<file path="src/hdl/bdal_pkg.sv">
// Shared constants and types for the baseline displacement alarm.
package bdal_pkg;

  // Coordinate and displacement width (fixed by the point format)
  localparam int unsigned COORD_BITS = 16;
  // Width of the per-frame count result fields
  localparam int unsigned CNT_OUT_W = 13;
  // Default frame capacity in points
  localparam int unsigned DEF_MAX_FRAME_POINTS = 4096;

  // Ratio arithmetic
  localparam int unsigned PERMILLE_W = 10;
  localparam logic [PERMILLE_W-1:0] PERMILLE_SCALE = 10'd1000;

  // Configuration port
  localparam int unsigned CFG_IDX_W  = 3;
  localparam int unsigned CFG_DATA_W = 16;

  localparam logic [CFG_IDX_W-1:0] REG_DISP_THRESHOLD   = 3'd0;
  localparam logic [CFG_IDX_W-1:0] REG_TRIGGER_PERMILLE = 3'd1;
  localparam logic [CFG_IDX_W-1:0] REG_CLEAR_PERMILLE   = 3'd2;
  localparam logic [CFG_IDX_W-1:0] REG_DEBOUNCE_FRAMES  = 3'd3;
  localparam logic [CFG_IDX_W-1:0] REG_BASELINE_FRAMES  = 3'd4;

  // Register reset values
  localparam logic [COORD_BITS-1:0] RST_DISP_THRESHOLD   = '0;
  localparam logic [PERMILLE_W-1:0] RST_TRIGGER_PERMILLE = 10'd50;
  localparam logic [PERMILLE_W-1:0] RST_CLEAR_PERMILLE   = 10'd20;
  localparam logic [3:0]            RST_DEBOUNCE_FRAMES  = 4'd3;
  localparam logic [7:0]            RST_BASELINE_FRAMES  = 8'd100;

  // Request kinds
  localparam logic REQ_POINT      = 1'b0;
  localparam logic REQ_REBASELINE = 1'b1;

  // Alarm event codes
  typedef enum logic [1:0] {
    EVT_NONE    = 2'd0,
    EVT_RAISED  = 2'd1,
    EVT_CLEARED = 2'd2
  } alarm_event_e;

  // Sequencer states
  typedef enum logic [9:0] {
    ST_IDLE   = 10'b00_0000_0001,
    ST_POINT  = 10'b00_0000_0010,
    ST_EVAL   = 10'b00_0000_0100,
    ST_CLOSE  = 10'b00_0000_1000,
    ST_DIV    = 10'b00_0001_0000,
    ST_MUL_L  = 10'b00_0010_0000,
    ST_MUL_T  = 10'b00_0100_0000,
    ST_MUL_C  = 10'b00_1000_0000,
    ST_DECIDE = 10'b01_0000_0000,
    ST_EMIT   = 10'b10_0000_0000
  } seq_state_e;

  // Divider handshake towards the sequencer
  typedef struct packed {
    logic busy;
    logic done;
  } div_status_t;

endpackage

</file>
<file path="src/hdl/bdal_div.sv">
// Restoring unsigned divider, one quotient bit per cycle.
module bdal_div #(
  parameter int unsigned NUM_W = 37,
  parameter int unsigned DEN_W = 21
) (
  input  logic                 clk_i,
  input  logic                 rst_ni,
  input  logic                 start_i,
  input  logic [NUM_W-1:0]     num_i,
  input  logic [DEN_W-1:0]     den_i,
  output bdal_pkg::div_status_t status_o,
  output logic [NUM_W-1:0]     quot_o
);
  import bdal_pkg::*;

  localparam int unsigned STEP_W = $clog2(NUM_W + 1);

  logic [NUM_W-1:0]  num_q;
  logic [DEN_W-1:0]  den_q;
  logic [DEN_W-1:0]  rem_q;
  logic [STEP_W-1:0] step_q;
  logic              done_q;
  logic [DEN_W:0]    rem_shift;
  logic              fits;
  logic [DEN_W:0]    rem_diff;

  // Bring down the next dividend bit and trial-subtract
  assign rem_shift = {rem_q, num_q[NUM_W-1]};
  assign fits      = rem_shift >= {1'b0, den_q};
  assign rem_diff  = rem_shift - {1'b0, den_q};

  always_ff @(posedge clk_i or negedge rst_ni) begin
    if (!rst_ni) begin
      step_q <= '0;
      done_q <= 1'b0;
    end else begin
      done_q <= 1'b0;
      if (start_i) begin
        step_q <= STEP_W'(NUM_W);
      end else if (step_q != '0) begin
        step_q <= step_q - STEP_W'(1);
        done_q <= (step_q == STEP_W'(1));
      end
    end
  end

  always_ff @(posedge clk_i) begin
    if (start_i) begin
      num_q <= num_i;
      den_q <= den_i;
      rem_q <= '0;
    end else if (step_q != '0) begin
      num_q <= {num_q[NUM_W-2:0], fits};
      rem_q <= fits ? rem_diff[DEN_W-1:0] : rem_shift[DEN_W-1:0];
    end
  end

  assign status_o.busy = (step_q != '0);
  assign status_o.done = done_q;
  assign quot_o        = num_q;

endmodule

</file>
<file path="src/hdl/baseline_displacement_alarm_unit.sv">
// Top level of the baseline displacement alarm: point sequencer, ratio checks and alarm.
//
// Radar points enter one item at a time on the in channel; last_in_frame_i closes a frame and
// the frame's result item leaves on the out channel. While the baseline is collected a point
// passes accept and baseline sum steps; once it is established it passes accept, displacement
// subtract, and threshold and maximum compare; the sequencer walks these steps and holds
// in_ready_o low meanwhile. A closing point then passes close and emit while the baseline is
// collected, and close, three multiplier steps, decision and emit once it is established:
// the ratio test runs the anomaly*1000 and permille*points products one after another
// through a single shared multiplier, then a decision step updates the debounce runs and the
// alarm. The frame that completes the baseline also runs the reference division on an
// iterative divider, one quotient bit per cycle over COORD_BITS + clog2(MAX_FRAME_POINTS + 1)
// + 8 bits (37 at the defaults), before its emit step. Results sit in an output register, so
// the next item is taken while a result waits; only a further frame close holds in its emit
// step until that register is free. A rebaseline item clears the baseline, alarm and frame
// state at once and returns no result. Configuration writes are always taken (cfg_ready_o is
// tied high) and are expected only while the block is idle.
module baseline_displacement_alarm_unit #(
  parameter int unsigned MAX_FRAME_POINTS = bdal_pkg::DEF_MAX_FRAME_POINTS
) (
  input  logic                                clk_i,
  input  logic                                rst_ni,
  // configuration write channel
  input  logic                                cfg_valid_i,
  output logic                                cfg_ready_o,
  input  logic [bdal_pkg::CFG_IDX_W-1:0]      cfg_index_i,
  input  logic [bdal_pkg::CFG_DATA_W-1:0]     cfg_data_i,
  // point channel
  input  logic                                in_valid_i,
  output logic                                in_ready_o,
  input  logic                                req_type_i,
  input  logic signed [bdal_pkg::COORD_BITS-1:0] point_x_i,
  input  logic signed [bdal_pkg::COORD_BITS-1:0] point_y_i,
  input  logic signed [bdal_pkg::COORD_BITS-1:0] point_z_i,
  input  logic                                last_in_frame_i,
  // frame result channel
  output logic                                out_valid_o,
  input  logic                                out_ready_i,
  output logic [1:0]                          alarm_event_o,
  output logic                                alarm_active_o,
  output logic                                baseline_done_o,
  output logic signed [bdal_pkg::COORD_BITS-1:0] reference_height_o,
  output logic [bdal_pkg::COORD_BITS-1:0]     frame_max_disp_o,
  output logic signed [bdal_pkg::COORD_BITS-1:0] worst_x_o,
  output logic signed [bdal_pkg::COORD_BITS-1:0] worst_y_o,
  output logic signed [bdal_pkg::COORD_BITS-1:0] worst_z_o,
  output logic [bdal_pkg::CNT_OUT_W-1:0]      anomaly_count_o,
  output logic [bdal_pkg::CNT_OUT_W-1:0]      frame_points_o,
  output logic                                frame_overflow_o
);
  import bdal_pkg::*;

  // Per-frame counters hold up to MAX_FRAME_POINTS; the baseline spans up to 255 frames
  localparam int unsigned CNT_W  = $clog2(MAX_FRAME_POINTS + 1);
  localparam int unsigned BLC_W  = CNT_W + 8;
  localparam int unsigned SUM_W  = COORD_BITS + BLC_W;
  localparam int unsigned PROD_W = CNT_W + PERMILLE_W;
  localparam logic [CNT_W-1:0] MAX_PTS = CNT_W'(MAX_FRAME_POINTS);

  // configuration registers
  logic [COORD_BITS-1:0] disp_thr_q;
  logic [PERMILLE_W-1:0] trig_pm_q;
  logic [PERMILLE_W-1:0] clr_pm_q;
  logic [3:0]            deb_frames_q;
  logic [7:0]            bl_frames_q;

  // sequencer and latched item
  seq_state_e            state_q;
  logic signed [COORD_BITS-1:0] x_q, y_q, z_q;
  logic                  last_q;

  // baseline and alarm state
  logic                  bl_ready_q;
  logic [7:0]            bl_frame_cnt_q;
  logic [SUM_W-1:0]      bl_sum_q;
  logic [BLC_W-1:0]      bl_pt_cnt_q;
  logic [COORD_BITS-1:0] ref_q;
  logic                  alarm_q;
  logic [3:0]            trig_run_q, clr_run_q;

  // current frame
  logic [CNT_W-1:0]      cur_pts_q;
  logic [CNT_W-1:0]      cur_anom_q;
  logic [COORD_BITS-1:0] cur_max_q;
  logic [COORD_BITS-1:0] worst_x_q, worst_y_q, worst_z_q;
  logic                  cur_ovf_q;

  // working registers
  logic [COORD_BITS-1:0] disp_q;
  logic [PROD_W-1:0]     lhs_q;
  logic                  trig_hit_q, clr_hit_q;
  logic [1:0]            event_q;
  logic                  div_neg_q;

  // output register
  logic                  out_valid_q;
  logic [1:0]            o_event_q;
  logic                  o_alarm_q, o_bl_done_q, o_ovf_q;
  logic [COORD_BITS-1:0] o_ref_q, o_max_q, o_wx_q, o_wy_q, o_wz_q;
  logic [CNT_W-1:0]      o_anom_q, o_pts_q;

  // combinational helpers
  logic                  in_accept;
  logic signed [COORD_BITS:0] diff;
  logic [COORD_BITS:0]   diff_abs;
  logic [CNT_W-1:0]      mul_a;
  logic [PERMILLE_W-1:0] mul_b;
  logic [PROD_W-1:0]     prod;
  logic [7:0]            bl_frame_cnt_d;
  logic [7:0]            bl_need;
  logic [SUM_W-1:0]      bl_mag;
  logic                  div_start;
  div_status_t           div_status;
  logic [SUM_W-1:0]      div_quot;
  logic [SUM_W-1:0]      ref_full;
  logic [3:0]            deb_need;
  logic [3:0]            trig_run_d, clr_run_d;
  logic                  raise, drop, alarm_mid;
  logic [1:0]            event_d;

  assign cfg_ready_o = 1'b1;
  assign in_ready_o  = (state_q == ST_IDLE);
  assign in_accept   = in_valid_i && in_ready_o;

  // configuration writes; unknown indices are dropped
  always_ff @(posedge clk_i or negedge rst_ni) begin
    if (!rst_ni) begin
      disp_thr_q   <= RST_DISP_THRESHOLD;
      trig_pm_q    <= RST_TRIGGER_PERMILLE;
      clr_pm_q     <= RST_CLEAR_PERMILLE;
      deb_frames_q <= RST_DEBOUNCE_FRAMES;
      bl_frames_q  <= RST_BASELINE_FRAMES;
    end else if (cfg_valid_i && cfg_ready_o) begin
      unique case (cfg_index_i)
        REG_DISP_THRESHOLD:   disp_thr_q   <= cfg_data_i[COORD_BITS-1:0];
        REG_TRIGGER_PERMILLE: trig_pm_q    <= cfg_data_i[PERMILLE_W-1:0];
        REG_CLEAR_PERMILLE:   clr_pm_q     <= cfg_data_i[PERMILLE_W-1:0];
        REG_DEBOUNCE_FRAMES:  deb_frames_q <= cfg_data_i[3:0];
        REG_BASELINE_FRAMES:  bl_frames_q  <= cfg_data_i[7:0];
        default: ;
      endcase
    end
  end

  // displacement from the reference, one extra bit so the magnitude never wraps
  assign diff     = $signed({z_q[COORD_BITS-1], z_q}) - $signed({ref_q[COORD_BITS-1], ref_q});
  assign diff_abs = diff[COORD_BITS] ? (~diff + 1'b1) : diff;

  // shared multiplier: anomaly scale, then trigger and clear thresholds
  always_comb begin
    mul_a = cur_pts_q;
    mul_b = trig_pm_q;
    unique case (state_q)
      ST_MUL_L: begin
        mul_a = cur_anom_q;
        mul_b = PERMILLE_SCALE;
      end
      ST_MUL_C: mul_b = clr_pm_q;
      default:  mul_b = trig_pm_q;
    endcase
  end
  assign prod = PROD_W'(mul_a) * PROD_W'(mul_b);

  // baseline frame bookkeeping; zero frames acts as one
  assign bl_frame_cnt_d = (bl_frame_cnt_q == 8'hFF) ? bl_frame_cnt_q : bl_frame_cnt_q + 8'd1;
  assign bl_need        = (bl_frames_q == 8'd0) ? 8'd1 : bl_frames_q;
  assign bl_mag         = bl_sum_q[SUM_W-1] ? (~bl_sum_q + 1'b1) : bl_sum_q;
  assign div_start      = (state_q == ST_CLOSE) && !bl_ready_q && (bl_frame_cnt_d >= bl_need)
                          && (bl_pt_cnt_q != '0);
  assign ref_full       = div_neg_q ? (~div_quot + 1'b1) : div_quot;

  bdal_div #(
    .NUM_W (SUM_W),
    .DEN_W (BLC_W)
  ) u_div (
    .clk_i    (clk_i),
    .rst_ni   (rst_ni),
    .start_i  (div_start),
    .num_i    (bl_mag),
    .den_i    (bl_pt_cnt_q),
    .status_o (div_status),
    .quot_o   (div_quot)
  );

  // debounce: runs saturate at 15, zero debounce acts as one; raise then clear in one frame
  assign deb_need   = (deb_frames_q == 4'd0) ? 4'd1 : deb_frames_q;
  assign trig_run_d = trig_hit_q ? ((trig_run_q == 4'hF) ? trig_run_q : trig_run_q + 4'd1)
                                 : 4'd0;
  assign clr_run_d  = clr_hit_q ? ((clr_run_q == 4'hF) ? clr_run_q : clr_run_q + 4'd1) : 4'd0;
  assign raise      = !alarm_q && (trig_run_d >= deb_need);
  assign alarm_mid  = alarm_q || raise;
  assign drop       = alarm_mid && (clr_run_d >= deb_need);
  always_comb begin
    priority if (drop) begin
      event_d = EVT_CLEARED;
    end else if (raise) begin
      event_d = EVT_RAISED;
    end else begin
      event_d = EVT_NONE;
    end
  end

  // sequencer with the baseline, alarm, frame and output-valid state
  always_ff @(posedge clk_i or negedge rst_ni) begin
    if (!rst_ni) begin
      state_q        <= ST_IDLE;
      bl_ready_q     <= 1'b0;
      bl_frame_cnt_q <= '0;
      bl_sum_q       <= '0;
      bl_pt_cnt_q    <= '0;
      ref_q          <= '0;
      alarm_q        <= 1'b0;
      trig_run_q     <= '0;
      clr_run_q      <= '0;
      cur_pts_q      <= '0;
      cur_anom_q     <= '0;
      cur_max_q      <= '0;
      worst_x_q      <= '0;
      worst_y_q      <= '0;
      worst_z_q      <= '0;
      cur_ovf_q      <= 1'b0;
      event_q        <= EVT_NONE;
      out_valid_q    <= 1'b0;
    end else begin
      // the emit step refills the output register itself
      if (out_valid_q && out_ready_i && (state_q != ST_EMIT)) begin
        out_valid_q <= 1'b0;
      end
      unique case (state_q)
        ST_IDLE: begin
          if (in_accept) begin
            if (req_type_i == REQ_REBASELINE) begin
              // restart everything, registers kept
              bl_ready_q     <= 1'b0;
              bl_frame_cnt_q <= '0;
              bl_sum_q       <= '0;
              bl_pt_cnt_q    <= '0;
              ref_q          <= '0;
              alarm_q        <= 1'b0;
              trig_run_q     <= '0;
              clr_run_q      <= '0;
              cur_pts_q      <= '0;
              cur_anom_q     <= '0;
              cur_max_q      <= '0;
              worst_x_q      <= '0;
              worst_y_q      <= '0;
              worst_z_q      <= '0;
              cur_ovf_q      <= 1'b0;
            end else begin
              state_q <= ST_POINT;
            end
          end
        end
        ST_POINT: begin
          if (cur_pts_q == MAX_PTS) begin
            // frame full: flag and drop the point
            cur_ovf_q <= 1'b1;
            state_q   <= last_q ? ST_CLOSE : ST_IDLE;
          end else begin
            cur_pts_q <= cur_pts_q + CNT_W'(1);
            if (!bl_ready_q) begin
              bl_sum_q    <= bl_sum_q + {{(SUM_W-COORD_BITS){z_q[COORD_BITS-1]}}, z_q};
              bl_pt_cnt_q <= bl_pt_cnt_q + BLC_W'(1);
              state_q     <= last_q ? ST_CLOSE : ST_IDLE;
            end else begin
              disp_q  <= diff_abs[COORD_BITS-1:0];
              state_q <= ST_EVAL;
            end
          end
        end
        ST_EVAL: begin
          if (disp_q > disp_thr_q) begin
            cur_anom_q <= cur_anom_q + CNT_W'(1);
            if (disp_q > cur_max_q) begin
              cur_max_q <= disp_q;
              worst_x_q <= x_q;
              worst_y_q <= y_q;
              worst_z_q <= z_q;
            end
          end
          state_q <= last_q ? ST_CLOSE : ST_IDLE;
        end
        ST_CLOSE: begin
          if (!bl_ready_q) begin
            event_q        <= EVT_NONE;
            bl_frame_cnt_q <= bl_frame_cnt_d;
            if (bl_frame_cnt_d >= bl_need) begin
              if (bl_pt_cnt_q != '0) begin
                state_q <= ST_DIV;
              end else begin
                ref_q      <= '0;
                bl_ready_q <= 1'b1;
                state_q    <= ST_EMIT;
              end
            end else begin
              state_q <= ST_EMIT;
            end
          end else begin
            state_q <= ST_MUL_L;
          end
        end
        ST_DIV: begin
          if (div_status.done) begin
            ref_q      <= ref_full[COORD_BITS-1:0];
            bl_ready_q <= 1'b1;
            state_q    <= ST_EMIT;
          end
        end
        ST_MUL_L: state_q <= ST_MUL_T;
        ST_MUL_T: state_q <= ST_MUL_C;
        ST_MUL_C: state_q <= ST_DECIDE;
        ST_DECIDE: begin
          trig_run_q <= trig_run_d;
          clr_run_q  <= clr_run_d;
          alarm_q    <= alarm_mid && !drop;
          event_q    <= event_d;
          state_q    <= ST_EMIT;
        end
        ST_EMIT: begin
          // hand the frame over once the output register is free, then clear the frame
          if (!out_valid_q || out_ready_i) begin
            out_valid_q <= 1'b1;
            cur_pts_q   <= '0;
            cur_anom_q  <= '0;
            cur_max_q   <= '0;
            worst_x_q   <= '0;
            worst_y_q   <= '0;
            worst_z_q   <= '0;
            cur_ovf_q   <= 1'b0;
            state_q     <= ST_IDLE;
          end
        end
        default: state_q <= ST_IDLE;
      endcase
    end
  end

  // payload registers: latched item, ratio products, result
  always_ff @(posedge clk_i) begin
    if (in_accept) begin
      x_q    <= point_x_i;
      y_q    <= point_y_i;
      z_q    <= point_z_i;
      last_q <= last_in_frame_i;
    end
    if (div_start) begin
      div_neg_q <= bl_sum_q[SUM_W-1];
    end
    if (state_q == ST_MUL_L) begin
      lhs_q <= prod;
    end
    if (state_q == ST_MUL_T) begin
      trig_hit_q <= lhs_q > prod;
    end
    if (state_q == ST_MUL_C) begin
      clr_hit_q <= lhs_q < prod;
    end
    if ((state_q == ST_EMIT) && (!out_valid_q || out_ready_i)) begin
      o_event_q   <= event_q;
      o_alarm_q   <= alarm_q;
      o_bl_done_q <= bl_ready_q;
      o_ref_q     <= ref_q;
      o_max_q     <= cur_max_q;
      o_wx_q      <= worst_x_q;
      o_wy_q      <= worst_y_q;
      o_wz_q      <= worst_z_q;
      o_anom_q    <= cur_anom_q;
      o_pts_q     <= cur_pts_q;
      o_ovf_q     <= cur_ovf_q;
    end
  end

  assign out_valid_o        = out_valid_q;
  assign alarm_event_o      = o_event_q;
  assign alarm_active_o     = o_alarm_q;
  assign baseline_done_o    = o_bl_done_q;
  assign reference_height_o = o_ref_q;
  assign frame_max_disp_o   = o_max_q;
  assign worst_x_o          = o_wx_q;
  assign worst_y_o          = o_wy_q;
  assign worst_z_o          = o_wz_q;
  assign anomaly_count_o    = CNT_OUT_W'(o_anom_q);
  assign frame_points_o     = CNT_OUT_W'(o_pts_q);
  assign frame_overflow_o   = o_ovf_q;

endmodule

</file>
<file path="config.mk">
export PLATFORM = sky130hd
export DESIGN_NAME = baseline_displacement_alarm_unit
export DESIGN_NICKNAME = d
export VERILOG_FILES = /design/src/hdl/bdal_pkg.sv /design/src/hdl/bdal_div.sv /design/src/hdl/baseline_displacement_alarm_unit.sv
export SDC_FILE = /design/constraint.sdc
export NUM_CORES = 1
export LEC_CHECK = 0
export ABC_CLOCK_PERIOD_IN_PS = 12150
export BUFFER_PORTS_ARGS = -buffer_cell sky130_fd_sc_hd__buf_4
export CAP_MARGIN = 5
export CORE_ASPECT_RATIO = 0.9
export CORE_MARGIN = 2
export CORE_UTILIZATION = 48
export CTS_CLUSTER_SIZE = 40
export DETAILED_ROUTE_END_ITERATION = 8
export PLACE_DENSITY_LB_ADDON = 0.08
export SLEW_MARGIN = 15
export SYNTH_ARGS = -nofsm -noshare
export SYNTH_HDL_FRONTEND = slang
export SYNTH_SLANG_ARGS = --single-unit
</file>
<file path="constraint.sdc">
create_clock -name clk_i -period 12.15 [get_ports clk_i]
set_clock_uncertainty 0.05 [all_clocks]
set_input_delay 1.8225 -clock clk_i [delete_from_list [all_inputs] [get_ports clk_i]]
set_output_delay 1.8225 -clock clk_i [all_outputs]
set_load 0.01 [all_outputs]
</file>
==> summary.md, run 1 <==
| Metric | Value |
|---|---|
| Period utilisation layout | 85.80% |
| Total die area | 68120 um^2 |
| Final setup violation count | 0 |
| Hold Crit Class | flip-flop to flip-flop |
| Cts bufs inserted | 56 |
| Number of synthesized flops with an enable pin | 260 |
| Gr ovfl total | 0 |
| Required time of the critical path | 12410 ps |
| Most frequent cell on the critical path | a21o_1 |
| Bufs on Longest Clock Path | 3 |
| Max Fanout on Critical Path | 18 |
| Die Y | 247.8 um |
| Placeable Area | 65480 um^2 |
| GPL Wtd Cong | 0.8874 |
| Area Growth Syn to Fin | 13.20% |
| Yosys warning count | 0 |
| Critical path's slowest cell | nor4_4 |
| Root buffer cell | clkbuf_16 |
| Total setup buffers inserted after CTS | 0 |
| Worst EP arrival | 10690 ps |
| Clock Pin Slew Worst Setup and Hold Paths | 60 ps |
| Max layer used | met4 |
| Syn avg cell area | 10.31 um^2 |
| Post-Syn Instances | 3074 |
| Crit path kind | flip-flop to flip-flop |
| Slew margin rel. | 20.95% |
| Post-layout nets | 3629 |
| RSZ-0062 raised after global routing | no |
| Reg2Reg Depth | 33 |
| Library cells used by synthesis | 88 |
| Die extent in x | 274.9 um |
| Status | completed |
| Final core utilization | 54.80% |
| WP depth | 33 |
| Num ports | 188 |
| Largest net degree at the start of global routing | 82 |
| TNS Setup | 0 ps |
| Met3 wire length | 4.184 mm |
| Htree depth | 2 |
| Slew Viols, Final | 0 |
| Clock sink total | 532 |
| CTS Hold Bufs | 0 |
| All-Layer GR Usage | 23.30% |
| Maxcap violations | 0 |
| Ratio of cells with drive above 1 in the final layout | 11.97% |
| CP Capture Type | flip-flop |
| Vias per cell | 5.533 |
| Async S/R FF share, synth | 47.18% |
| Cts repair resizes | 0 |
| Worst path bufs/invs | 3 |
| F_max | 95.93 MHz |
| Final min period | 10420 ps |
| CP delay by family, top | adder cells |
| Initial antenna violation count | 1 |
| DRT Pass-1 Iters | 5 |
| Total number of vias | 23040 |
| Rows | 89 |
| Leak Pwr | 16.31 nW |
| Commonest non-fill, non-tap cell in the layout | nand2_1 |
| First-pass GRT wire length | 125.3 mm |
| Post-synthesis sequential area ratio | 45.81% |
| CTS tree | built |
| Buffers on Ports | 186 |
| ANT nets after route | 0 |
| Commonest cells after routing, fill and taps aside | nand2_1 (355), inv_1 (292), edfxtp_1 (260) |
| Half-perimeter wire length after detailed placement | 58.22 mm |
| Max stage delay on crit path | 990 ps |
| Hold Path Stages | 0 |
| Skew-Pair Late Insertion Delay | 650 ps |
| Routed met1 length | 37.17 mm |
| Startpoint types | flip-flop |
| DRC | 0 |
| Starting Density | 48.41% |
| Worst slew pin tran | 1153 ps |
| Final hold vios | 0 |
| Routed met2 length | 36.35 mm |
| Vias in the first global route | 22560 |
| Detailed Route Iter0 Violations | 1639 |
| Synthesized netlist net count | 3452 |
| Cell Pwr Density | 157.6 nW/um^2 |
| Yosys reg bits | 532 |
| VDD IR-drop max | 0.0001195 V |
| Wire length per cell | 19.01 um |
| Final WL | 79.17 mm |
| Post-synthesis cell area | 31700 um^2 |
| Top FF cell, synth | edfxtp_1 |
==> metrics by stage <==
stage | area [um^2] | setup slack [ps] | std cells | hold WS (ps) | total power [W]
after floorplan | 31700 | 3326 | 3074 | 373.1 | 0.003527
after global placement | 34080 | 2268 | 4057 | 380.4 | 0.003948
after detailed placement | 34080 | 1881 | 4057 | 380.3 | 0.003985
after CTS | 35880 | 1819 | 4163 | 390.6 | 0.005698
after global routing | 35880 | 933.3 | 4163 | 399.8 | 0.005989
final | 35880 | 1725 | 4164 | 391.5 | 0.005654
==> power breakdown <==
part | internal (W) | switching (W)
registers | 0.00214 | 0.000167
logic | 0.000668 | 0.000987
clock network | 0.000948 | 0.000743
==> registers in the layout (all words and copies together) (netlist names), 21 cells and up <==
signal        count
bl_pt_cnt_q      21
bl_sum_q         37
lhs_q            23
u_div.den_q      21
u_div.quot_o     37
u_div.rem_q      21
==> kinds of logic after synthesis <==
group / after synthesis / synth area share [%]
simple gates: 938 / 13.90
compound gates: 591 / 11.87
mux: 143 / 4.705
flops: 532 / 45.81
fa+ha+maj: 304 / 14.11
xor+xnor: 181 / 5.001
buf+inv: 384 / 4.598
other cells: 1 / 0.01183
==> synth_stat cells (all sizes together), types with 18 or more instances <==
cell type | n | share of area (%)
ha | 215 | 8.5
dfrtp | 240 | 19
and3 | 22 | 0.43
clkbuf | 76 | 0.90
mux2i | 95 | 3.0
a21o | 77 | 1.8
xnor2 | 80 | 2.2
mux2 | 48 | 1.7
nor4 | 18 | 0.44
nand2 | 356 | 4.2
edfxtp | 260 | 25
o21ai | 190 | 3.0
fa | 89 | 5.6
dfxtp | 21 | 1.3
or3 | 18 | 0.36
nor3 | 45 | 0.71
inv | 292 | 3.5
o21a | 27 | 0.64
nand3 | 68 | 1.1
xor2 | 101 | 2.8
nor2b | 23 | 0.45
nand4 | 32 | 0.63
o31ai | 24 | 0.57
nor2 | 240 | 2.8
nand2b | 40 | 0.84
a21oi | 131 | 2.1
==> cell type report <==
cell class              instances  area, um^2
flip-flops and latches        532       14520
clock buffers                  79        1528
diodes                          1       2.502
inverters                     293        1102
well taps                     864        1081
clock inverters                27       270.3
repair buffers                210        1584
fillers                      5853       29590
multi-input cells            2158       15790
==> routing by layer <==
| metal | global-route usage [%] | up-vias |
|---|---|---|
| li1 | - | 11100 |
| met5 | 0 | - |
| met1 | 33.48 | 11310 |
| met2 | 37.11 | 523 |
| met3 | 3.802 | 108 |
| met4 | 5.405 | 0 |
==> path summary, 6_finish.rpt <==
path | startpoint | to | slack [ps]
setup / recovery | state_q[0] | trig_hit_q | 1730
hold / removal | event_q[0] | alarm_event_o[0] | 390
setup reg to reg | state_q[0] | trig_hit_q | 1730
hold reg to reg | event_q[0] | alarm_event_o[0] | 390
max in group asynchronous | rst_ni | cur_pts_q[10] | 8920
min in group asynchronous | rst_ni | bl_sum_q[21] | 1030
==> worst register-to-register path, delay by kind of cell, from the launching register on <==
family,cells,cell delay [ps]
AO/OA/AOI/OAI,13,2460
XOR/XNOR,1,150
adder cells (fa/ha/maj),7,3290
buffers and inverters,3,150
flip-flops,1,440
multiplexers,1,420
AND/OR/NAND/NOR,8,3140
No activity file was read; power rests on OpenSTA's default activity.
==> inputs of run 2 (changes only) <==
--- a/config.mk
+++ b/config.mk
@@ -5,6 +5,7 @@
 export SDC_FILE = /design/constraint.sdc
 export NUM_CORES = 1
 export LEC_CHECK = 0
+export ABC_AREA = 1
 export ABC_CLOCK_PERIOD_IN_PS = 12150
 export BUFFER_PORTS_ARGS = -buffer_cell sky130_fd_sc_hd__buf_4
 export CAP_MARGIN = 5
==> run 2 against run 1 <==
Sequential share of layout area shrank 2.3 points. Core utilization is 0.26 points lower. Cell count grew 25%. Synthesized cell count increased by 31%. Sequential power increased by 7%. Non-clock buffer count down 8. Via count rose by 17%. Critical path depth is 3 lower. Wire length grew 12%. Hold slack got worse by 30 ps. Largest cell class unchanged.
==> summary.md, run 2 <==
| Metric | Value |
|---|---|
| Max Fanout on Critical Path | 11 (-7) |
| RSZ-0062 raised after global routing | no |
| Worst slew pin tran | 1236 ps (+83.37 ps) |
| Wire length per cell | 17.04 um (-10%) |
| Most common cell in the netlist | nand2_1 |
| Top cells by count, synth | nand2_1 (1072), inv_1 (535), nor2_1 (371), edfxtp_1 (260), o21ai_0 (241) |
| Final hold vios | 0 (unchanged) |
| Total setup buffers inserted after CTS | 0 (unchanged) |
| Syn avg cell area | 8.359 um^2 (-19%) |
| Startpoint types | flip-flop |
| Post-synthesis cell area | 33700 um^2 (+6.3%) |
| Commonest cells after routing, fill and taps aside | nand2_1 (1071), inv_1 (535), nor2_1 (369) |
| Most frequent cell on the critical path | inv_1 |
| Post-synthesis sequential area ratio | 43.09% (-2.7 points) |
| Total die area | 72350 um^2 (+6.2%) |
| ANT nets after route | 0 (unchanged) |
| Period utilisation layout | 65.61% (-20 points) |
| Clock sink total | 532 (unchanged) |
| Gr ovfl total | 0 (unchanged) |
| Starting Density | 48.31% (-0.098 points) |
| Worst EP arrival | 8320 ps (-2370 ps) |
| Die Y | 255.4 um (+3.1%) |
| Top FF cell, synth | edfxtp_1 |
| Total number of vias | 27050 (+17%) |
| Area Growth Syn to Fin | 12.90% |
| Synthesized netlist net count | 4410 (+28%) |
| DRC | 0 (unchanged) |
| Post-synth top area cell | edfxtp_1 |
| F_max | 125.4 MHz (+31%) |
| Skew-Pair Late Insertion Delay | 650 ps (about the same) |
| Post-synth top area share | 23.17% (-1.5 points) |
| Ratio of cells with drive above 1 in the final layout | 10.00% (-2.0 points) |
| Htree depth | 2 (unchanged) |
| DRT Pass-1 Iters | 6 (+1) |
| Vias per cell | 5.200 (-6.0%) |
| First-pass GRT wire length | 141.3 mm (+13%) |
| Final min period | 7972 ps (-2452 ps) |
| Post-Syn Instances | 4032 (+31%) |
| CTS Hold Bufs | 0 (unchanged) |
| Cts repair resizes | 0 (unchanged) |
| Initial antenna violation count | 3 (+2) |
| Slew Viols, Final | 0 (unchanged) |
| TNS Setup | 0 ps (unchanged) |
| Final WL | 88.64 mm (+12%) |
| Root buffer cell | clkbuf_16 |
| Slew margin rel. | 16.83% (-4.1 points) |
| Detailed Route Iter0 Violations | 2075 (+27%) |
| Buffers on Ports | 186 (unchanged) |
| Hold Crit Class | flip-flop to flip-flop |
| Number of synthesized flops with an enable pin | 260 (unchanged) |
| Clock Pin Slew Worst Setup and Hold Paths | 60 ps (about the same) |
| VDD IR-drop max | 0.0001916 V (+60%) |
| CTS tree | built |
| Vias in the first global route | 25680 (+14%) |
| Leak Pwr | 17.73 nW (+8.7%) |
| Bufs on Longest Clock Path | 3 (unchanged) |
| Post-layout nets | 4587 (+26%) |
| Largest net degree at the start of global routing | 139 (+70%) |
| Async S/R FF share, synth | 47.18% (unchanged) |
| Yosys warning count | 0 (unchanged) |
| Placeable Area | 69760 um^2 (+6.5%) |
| Critical path's slowest cell | a21oi_1 |
| All-Layer GR Usage | 24.32% (+1.0 points) |
| Half-perimeter wire length after detailed placement | 66.42 mm (+14%) |
| Max stage delay on crit path | 590 ps (-400 ps) |
| GPL Wtd Cong | 0.9197 (+3.6%) |
| Library cells used by synthesis | 64 (-27%) |
| Required time of the critical path | 12500 ps (+90 ps) |
| Maxcap violations | 0 (unchanged) |
| Commonest non-fill, non-tap cell in the layout | nand2_1 |
| Rows | 92 (+3.4%) |
| Yosys reg bits | 532 (unchanged) |
| Status | completed |
| Cell Pwr Density | 184.1 nW/um^2 (+17%) |
| Final core utilization | 54.55% (-0.26 points) |
| Num ports | 188 (unchanged) |
| Final setup violation count | 0 (unchanged) |
| Cts bufs inserted | 59 (+5.4%) |
| Die extent in x | 283.3 um (+3.1%) |
| Leading post-synthesis cells by cell area | edfxtp_1 (23%), dfrtp_1 (18%), nand2_1 (12%), ha_1 (8.0%), inv_1 (6.0%) |
| CP Capture Type | flip-flop |
| Crit path kind | flip-flop to flip-flop |
-- run 2: path summary, 6_finish.rpt --
check                      startpoint                      to  slack, ps  depth (start not counted)
setup / recovery           state_q[1]              trig_hit_q       4180                         30
hold / removal              ref_q[13]  reference_height_o[13]        360                          0
setup reg to reg           state_q[1]              trig_hit_q       4180                         30
hold reg to reg             ref_q[13]  reference_height_o[13]        360                          0
max in group asynchronous      rst_ni           cur_anom_q[5]       9710                          2
min in group asynchronous      rst_ni            bl_sum_q[27]       1060                          1
-- run 2: through the flow --
| stage | area [um^2] | hold slack, ps | std cells | setup slack [ps] | power [W] |
|---|---|---|---|---|---|
| detailed placement | 35990 | 380.5 | 5088 | 4229 | 0.005149 |
| floorplan | 33700 | 369.7 | 4032 | 5030 | 0.004486 |
| CTS | 38050 | 350.6 | 5200 | 4216 | 0.007041 |
| finish | 38050 | 361.2 | 5202 | 4178 | 0.007005 |
| global placement | 35990 | 377.6 | 5088 | 4390 | 0.005128 |
| global route | 38050 | 354.5 | 5201 | 3619 | 0.007531 |
-- run 2: routing by layer --
layer | global-route usage (%) | vias to the layer above | routed length (um)
met5 | 0 | - | 28
met4 | 7.011 | 4 | 2377
met3 | 3.357 | 140 | 4817
met2 | 37.30 | 655 | 38620
met1 | 35.95 | 12660 | 42800
li1 | - | 13590 | -
-- run 2: layout make-up --
class | instances | area [um^2]
timing repair buffer | 202 | 1536
clock buffer | 83 | 1688
clock inverter | 29 | 364.1
inverter | 546 | 2049
fill | 6631 | 31710
tap | 940 | 1176
sequential | 532 | 14520
multi-input combinational | 2868 | 16710
antenna | 2 | 5.005
-- run 2: cells by family (layout without fill, tap and decap cells) --
group	Yosys count	in the layout	share of synthesized area [%]
buffers and inverters	632	860	7.458
XOR/XNOR	112	112	2.911
AO/OA/AOI/OAI	598	598	10.20
other	1	3	0.01113
AND/OR/NAND/NOR	1853	1853	23.06
flip-flops	532	532	43.09
adder cells (fa/ha/maj)	304	304	13.27
-- run 2: power breakdown --
part | internal, W | switching, W
clock network | 0.00108 | 0.000774
logic | 0.000841 | 0.00183
registers | 0.00223 | 0.000252
total | 0.00415 | 0.00285
-- run 2: critical path, delay by kind of cell, from the launching register on --
kind	cells	cell delay, ps
buffers and inverters	6	660
AND/OR/NAND/NOR	10	1320
flip-flops	1	410
AO/OA/AOI/OAI	7	2130
adder cells (fa/ha/maj)	7	3130
